==> config.mk <==
export PLATFORM = sky130hd
export DESIGN_NAME = fcce_ctrl_flat
export DESIGN_NICKNAME = d
export VERILOG_FILES = /design/src/rtl/fcce_pkg.sv /design/src/rtl/fcce_if.sv /design/src/rtl/fcce_ctrl.sv /design/src/flat_wrapper.sv
export SDC_FILE = /design/constraint.sdc
export NUM_CORES = 1
export LEC_CHECK = 0
export CAP_MARGIN = 20
export CORE_ASPECT_RATIO = 0.75
export CORE_MARGIN = 3
export CORE_UTILIZATION = 23
export DETAILED_ROUTE_END_ITERATION = 16
export DONT_BUFFER_PORTS = 1
export GPL_TIMING_DRIVEN = 0
export PLACE_DENSITY = 0.32
export SYNTH_ARGS = -nofsm -noshare
export SYNTH_HDL_FRONTEND = slang
export SYNTH_SLANG_ARGS = --single-unit
==> constraint.sdc <==
create_clock -name clk -period 8.18 [get_ports clk]
set_input_delay 1.636 -clock clk [delete_from_list [all_inputs] [get_ports clk]]
set_output_delay 1.636 -clock clk [all_outputs]
set_load 0.02 [all_outputs]
==> src/rtl/fcce_pkg.sv <==
`timescale 1ns / 1ps
`default_nettype none
package fcce_pkg;
  localparam int unsigned TableEntriesDefault = 3072;
  localparam int LinkW = 12;
  localparam int LenW = 13;
  localparam logic [LinkW-1:0] AllocStartReset = 12'd3;
  localparam logic [LinkW-1:0] EndLow = 12'hFF8;
  localparam logic [LinkW-1:0] EndHigh = 12'hFFF;

  localparam logic [2:0] CMD_READ = 3'd0;
  localparam logic [2:0] CMD_WRITE = 3'd1;
  localparam logic [2:0] CMD_FREE = 3'd2;
  localparam logic [2:0] CMD_ALLOC = 3'd3;
  localparam logic [2:0] CMD_LEN = 3'd4;

  localparam logic [1:0] ST_OK = 2'd0;
  localparam logic [1:0] ST_RANGE = 2'd1;
  localparam logic [1:0] ST_NOSPACE = 2'd2;
  localparam logic [1:0] ST_ZERO = 2'd3;

  // Memory port command from the controller to the table memory.
  typedef struct packed {
    logic             rd;
    logic             wr;
    logic [LinkW-1:0] addr;
    logic [LinkW-1:0] wdata;
  } mem_cmd_t;

  // Table status: clear pass flag and registered read data.
  typedef struct packed {
    logic             clearing;
    logic [LinkW-1:0] rdata;
  } mem_stat_t;

  typedef struct packed {
    logic [2:0]       cmd;
    logic [LinkW-1:0] cluster;
    logic [LinkW-1:0] entry_value;
    logic [LinkW-1:0] count;
  } in_item_t;

  typedef struct packed {
    logic [LinkW-1:0] value;
    logic [LenW-1:0]  chain_length;
    logic [1:0]       status;
  } out_item_t;

  function automatic logic is_end(input logic [LinkW-1:0] link);
    return link >= EndLow;
  endfunction
endpackage
`default_nettype wire

==> src/rtl/fcce_if.sv <==
`timescale 1ns / 1ps
`default_nettype none
interface fcce_in_if import fcce_pkg::*; ();
  logic     valid;
  logic     ready;
  in_item_t data;
  modport source(output valid, output data, input ready);
  modport sink(input valid, input data, output ready);
endinterface

interface fcce_out_if import fcce_pkg::*; ();
  logic      valid;
  logic      ready;
  out_item_t data;
  modport source(output valid, output data, input ready);
  modport sink(input valid, input data, output ready);
endinterface
`default_nettype wire

==> src/rtl/fcce_ctrl.sv <==
`timescale 1ns / 1ps
`default_nettype none
module fcce_ctrl import fcce_pkg::*; #(
  parameter int unsigned TABLE_ENTRIES = TableEntriesDefault
) (
  input  wire logic clk,
  input  wire logic rst,
  input  wire logic [LinkW-1:0] alloc_start,
  fcce_in_if.sink   in_ch,
  fcce_out_if.source out_ch,
  output mem_cmd_t  mcmd,
  input  wire mem_stat_t mstat
);
  localparam logic [3:0] S_IDLE = 4'd0;
  localparam logic [3:0] S_RDW  = 4'd1;
  localparam logic [3:0] S_WALK = 4'd2;
  localparam logic [3:0] S_WCHK = 4'd3;
  localparam logic [3:0] S_CNT  = 4'd4;
  localparam logic [3:0] S_CCHK = 4'd5;
  localparam logic [3:0] S_ASCN = 4'd6;
  localparam logic [3:0] S_ACHK = 4'd7;
  localparam logic [3:0] S_DONE = 4'd8;
  localparam logic [3:0] S_RDR  = 4'd9;
  localparam logic [LenW-1:0] Ents = LenW'(TABLE_ENTRIES);

  logic [3:0]       state;
  logic [2:0]       cmd;
  logic [LinkW-1:0] cur;
  logic [LenW-1:0]  idx;
  logic [LinkW-1:0] need;
  logic [LinkW-1:0] found;
  logic [LinkW-1:0] last;
  logic             have;
  out_item_t        res;

  assign in_ch.ready = (state == S_IDLE) && !mstat.clearing;
  assign out_ch.valid = (state == S_DONE);
  assign out_ch.data = res;

  always_comb begin
    mcmd = '0;
    unique case (state)
      S_WALK: begin
        mcmd.rd = 1'b1;
        mcmd.addr = cur;
      end
      S_CNT, S_ASCN: begin
        mcmd.rd = 1'b1;
        mcmd.addr = idx[LinkW-1:0];
      end
      S_WCHK: begin
        mcmd.wr = (cmd == CMD_FREE);
        mcmd.addr = cur;
      end
      S_ACHK: begin
        // Link the previous free entry, if any, to this one; S_RDW closes the chain.
        if (mstat.rdata == '0 && have) begin
          mcmd.wr = 1'b1;
          mcmd.addr = last;
          mcmd.wdata = idx[LinkW-1:0];
        end
      end
      S_RDW: begin
        mcmd.wr = 1'b1;
        mcmd.addr = last;
        mcmd.wdata = EndHigh;
      end
      S_IDLE: begin
        mcmd.rd = 1'b1;
        mcmd.addr = in_ch.data.cluster;
        mcmd.wr = in_ch.valid && !mstat.clearing && in_ch.data.cmd == CMD_WRITE
                  && 32'(in_ch.data.cluster) < TABLE_ENTRIES;
        mcmd.wdata = in_ch.data.entry_value;
      end
      default: ;
    endcase
  end

  always_ff @(posedge clk) begin
    if (rst) begin
      state <= S_IDLE;
    end else begin
      unique case (state)
        S_IDLE: if (in_ch.valid && in_ch.ready) begin
          cmd <= in_ch.data.cmd;
          cur <= in_ch.data.cluster;
          need <= in_ch.data.count;
          res.value <= '0;
          res.chain_length <= '0;
          have <= 1'b0;
          found <= '0;
          unique case (in_ch.data.cmd)
            CMD_READ: begin
              if (32'(in_ch.data.cluster) < TABLE_ENTRIES) begin
                res.status <= ST_OK;
                state <= S_RDR;
              end else begin
                res.status <= ST_RANGE;
                state <= S_DONE;
              end
            end
            CMD_WRITE: begin
              if (32'(in_ch.data.cluster) >= TABLE_ENTRIES) res.status <= ST_RANGE;
              else res.status <= ST_OK;
              state <= S_DONE;
            end
            CMD_FREE, CMD_LEN: begin
              res.status <= ST_OK;
              state <= S_WALK;
            end
            CMD_ALLOC: begin
              if (in_ch.data.count == '0) begin
                res.status <= ST_ZERO;
                state <= S_DONE;
              end else begin
                res.status <= ST_OK;
                idx <= LenW'(alloc_start);
                state <= S_CNT;
              end
            end
            default: begin
              res.status <= ST_OK;
              state <= S_DONE;
            end
          endcase
        end
        S_RDR: begin
          res.value <= mstat.rdata;
          state <= S_DONE;
        end
        S_WALK: begin
          if (32'(cur) >= TABLE_ENTRIES) begin
            res.status <= ST_RANGE;
            state <= S_DONE;
          end else state <= S_WCHK;
        end
        S_WCHK: begin
          res.chain_length <= res.chain_length + 1'b1;
          cur <= mstat.rdata;
          if (is_end(mstat.rdata)) state <= S_DONE;
          else if (res.chain_length + 1'b1 >= Ents) begin
            res.status <= ST_RANGE;
            state <= S_DONE;
          end else state <= S_WALK;
        end
        S_CNT: begin
          if (idx >= Ents) begin
            res.status <= ST_NOSPACE;
            state <= S_DONE;
          end else state <= S_CCHK;
        end
        S_CCHK: begin
          if (mstat.rdata == '0 && found + 1'b1 == need) begin
            idx <= LenW'(alloc_start);
            found <= '0;
            state <= S_ASCN;
          end else begin
            if (mstat.rdata == '0) found <= found + 1'b1;
            idx <= idx + 1'b1;
            state <= S_CNT;
          end
        end
        S_ASCN: state <= S_ACHK;
        S_ACHK: begin
          if (mstat.rdata == '0) begin
            if (!have) res.value <= idx[LinkW-1:0];
            have <= 1'b1;
            last <= idx[LinkW-1:0];
            found <= found + 1'b1;
            if (found + 1'b1 == need) state <= S_RDW;
            else begin
              idx <= idx + 1'b1;
              state <= S_ASCN;
            end
          end else begin
            idx <= idx + 1'b1;
            state <= S_ASCN;
          end
        end
        S_RDW: state <= S_DONE;
        S_DONE: if (out_ch.ready) state <= S_IDLE;
        default: state <= S_IDLE;
      endcase
    end
  end
endmodule
`default_nettype wire

==> src/flat_wrapper.sv <==
// flat-port wrapper written by rule: the top's interface ports become plain ports
module fcce_ctrl_flat import fcce_pkg::*;
#(
  parameter int unsigned TABLE_ENTRIES = TableEntriesDefault
)
  (clk, rst, alloc_start, mcmd, mstat, in_ch_valid, in_ch_data, in_ch_ready, out_ch_valid, out_ch_data, out_ch_ready);
  fcce_in_if in_ch_i ();
  fcce_out_if out_ch_i ();
  input  wire logic clk;
  input  wire logic rst;
  input  wire logic [LinkW-1:0] alloc_start;
  output mem_cmd_t mcmd;
  input  wire mem_stat_t mstat;
  input wire logic [$bits(in_ch_i.valid)-1:0] in_ch_valid;
  input wire logic [$bits(in_ch_i.data)-1:0] in_ch_data;
  output wire logic [$bits(in_ch_i.ready)-1:0] in_ch_ready;
  output wire logic [$bits(out_ch_i.valid)-1:0] out_ch_valid;
  output wire logic [$bits(out_ch_i.data)-1:0] out_ch_data;
  input wire logic [$bits(out_ch_i.ready)-1:0] out_ch_ready;
  assign in_ch_i.valid = in_ch_valid;
  assign in_ch_i.data = in_ch_data;
  assign in_ch_ready = in_ch_i.ready;
  assign out_ch_valid = out_ch_i.valid;
  assign out_ch_data = out_ch_i.data;
  assign out_ch_i.ready = out_ch_ready;
  fcce_ctrl #(.TABLE_ENTRIES(TABLE_ENTRIES)) u_core (.clk(clk), .rst(rst), .alloc_start(alloc_start), .in_ch(in_ch_i), .out_ch(out_ch_i), .mcmd(mcmd), .mstat(mstat));
endmodule
==> impl_metrics.toml <==
[global_route]
grt-ovfl-total = 0
grt_max_degree = 26
grt_pass1_vias = 4102
antenna_found_initial = 0
grtUsageTotal_pct = 14.0
grt_pass1_wl_um = 26600

[floorplan]
num_rows = 48
dieArea_um2 = 25500
pin_count = 123
die_w_um = 183
die_y_um = 139
start_util_pct = 23.5
coreArea_um2 = 23100

[synthesis]
synthMuxAreaShare_pct = 5.96
synth_top_family_by_area = "simple AND/OR/NAND/NOR gates"
synth_enable_flop_cells = 92
synth_adder_area_share_pct = 0.921
synth_cells = 490
yosysMostFrequentCell = "edfxtp_1"
synthesis.area_um2 = 5430
yosys_most_used_dff = "edfxtp_1"
synth-async-reset-ratio_pct = 0
synth-simple-area-share_pct = 17.6
yosysSeqAreaShare_pct = 52.3
synth_cell_types = 58
ys_warn_count = 0
synth_top_area_share_pct = 50.8
synth_common_cells = "edfxtp_1 (92), nor2_1 (59), nand2_1 (57)"
syn_avg_cell_area_um2 = 11.1
syn-num-nets = 562
yosys-top-cells-area = "edfxtp_1 (51%), xnor2_1 (4.5%), nor2_1 (4.1%), mux2_2 (3.9%), nand2_1 (3.9%)"
synth_xor_area_share_pct = 7.74
synth_compound_area_share_pct = 12.7
yosysTopAreaCell = "edfxtp_1"
synth_seq_cells = 96

[cells_and_area]
antenna_cells = 0
area_delta_synth_final_pct = 14.8
fillCellCount = 2390
final_core_util_pct = 27.0
final_nets = 579
drive_above_1_share_pct = 12.7

[cts]
cts_buffers = 9
cts_buffer_depth = 2
post_cts_resized = 0
clk_pin_slew_ns = 0.06
postCtsSetupRepairBufs = 0
root_buffer = "clkbuf_16"
tritoncts = "yes"
insertion_delay_ns = 0.36
cts_max_level = 3
cts_hold_buf = 0
cts.sinks = 96

[route]
drc = 0
ant_nets = 0
viasPerCell = 5.00
drtPass1Iterations = 8
num_vias = 4057
wl_um = 17800
drt-wirelength-per-cell_um = 21.9
drt_iter0_markers = 372

[timing]
slew_headroom_pct = 31.2
finClkSkew_ns = 0.0103
setup_viol = 0
fin_crit_sh_pct = 63.1
final.setup.worst_slack_ns = 3.02
max_freq_ghz = 0.194
hold_viol = 0
post-route-min-period_ns = 5.16
tightestPinTransition_ns = 1.03
grt_setup_unrepaired = "no"
final.setup.tns_ns = 0
report.final.slew_viol_count = 0

[setup_path]
slowest_stage = "nor4_1"
cp_data_required_time_ns = 6.54
path_class = "in -> out"
crit_path_end_kind = "output pin"
critPathMaxFanout = 10
critPathArrivalTime_ns = 3.53
critical_path.startpoint_type = "input port"
reg2reg_slack_ns = 4.81
slowest_delay_ns = 0.38
cp_cell_sequence = "nor4_1 -> and3_1 -> and3_1 -> or2_2 -> clkbuf_1 -> nand2_1 -> nand2_1"

[placed_design]
dpl.hpwl_um = 13900
routabilityCongestion = 0.820
post-place-ws_ns = 2.99
port_buffers = 0

[pwr]
powerDensity_nw_per_um2 = 197
vdd_drop_max_mv = 0.0986
p_leak_uw = 0.00202
power.total_uw = 1230

[job]
maxCapViolations = 0

[min_path]
hp-class = "reg -> reg"

[status]
status = "finished clean"
[worst max-delay path: cells and delay by family]
| family | cells | cell delay (ns) |
|---|---|---|
| buffers and inverters | 1 | 0.34 |
| and+or+nand+nor | 6 | 1.53 |
[stage by stage]
step	std cells	hold slack (ns)	instance area (um2)
after global routing	812	0.705	6240
after floorplan	490	0.532	5430
final	812	0.647	6240
after detailed placement	794	0.637	5880
after CTS	810	0.655	6230
after global placement	790	0.607	5810
[per-layer routing]
layer	global-route usage, %	routed length, um
met1	20.9	8960
met2	18.7	7010
met3	5.03	1530
met4	3.93	277
met5	0	0
[kinds of logic after synthesis]
| logic type | after synthesis |
|---|---|
| flops | 96 |
| fa+ha+maj | 4 |
| compound gates | 87 |
| buf+inv | 30 |
| xor+xnor | 48 |
| simple gates | 198 |
| mux | 27 |
[registers in the layout, indices dropped and copies added, names as in the netlist]
register            flops
u_core.found           12
u_core.state            4
u_core.need            12
u_core.cur             12
u_core.idx             13
u_core.last            12
u_core.cmd              3
u_core.out_ch.data     27
u_core.have             1
[cell usage in the layout, fill, tap and decap left out, types with 7 or more instances in the layout]
cell / netlist / final
nor2_1: 59 / 59
nand3_1: 20 / 20
a221o_1: 12 / 12
nand2_1: 57 / 57
xor2_1: 20 / 20
inv_1: 7 / 7
mux2_2: 19 / 19
and3_1: 12 / 12
edfxtp_1: 92 / 92
a22o_1: 14 / 14
clkbuf_16: 0 / 9
a21oi_1: 10 / 9
nor4_1: 9 / 8
xnor2_1: 28 / 28
o21ai_0: 9 / 9
clkbuf_1: 16 / 16
nand4_1: 9 / 9
a222oi_1: 12 / 12
[power breakdown]
group / internal [uW] / switching [uW]
sequential: 563 / 31.3
clock: 300 / 202
combinational: 46.1 / 87.9
total: 908 / 322
[worst paths after layout]
kind,start,depth (start not counted),end
worst max-delay path,mstat[7],7,mcmd[20]
worst min-delay path,u_core.idx[12],2,u_core.idx[12]
worst max register to register,u_core.state[0],7,u_core.last[8]
worst min register to register,u_core.idx[12],2,u_core.idx[12]
[final cells by class]
class / instances / area (um2) / area share [%]
Tap cell: 300 / 375 / 6.02
Inverter: 7 / 26.3 / 0.421
Clock buffer: 9 / 225 / 3.61
Clock inverter: 7 / 119 / 1.90
Multi-Input combinational cell: 364 / 2470 / 39.6
Sequential cell: 96 / 2840 / 45.6
Buffer: 23 / 121 / 1.95
Timing Repair Buffer: 6 / 57.6 / 0.922
Power figures use the tool's default switching activity.
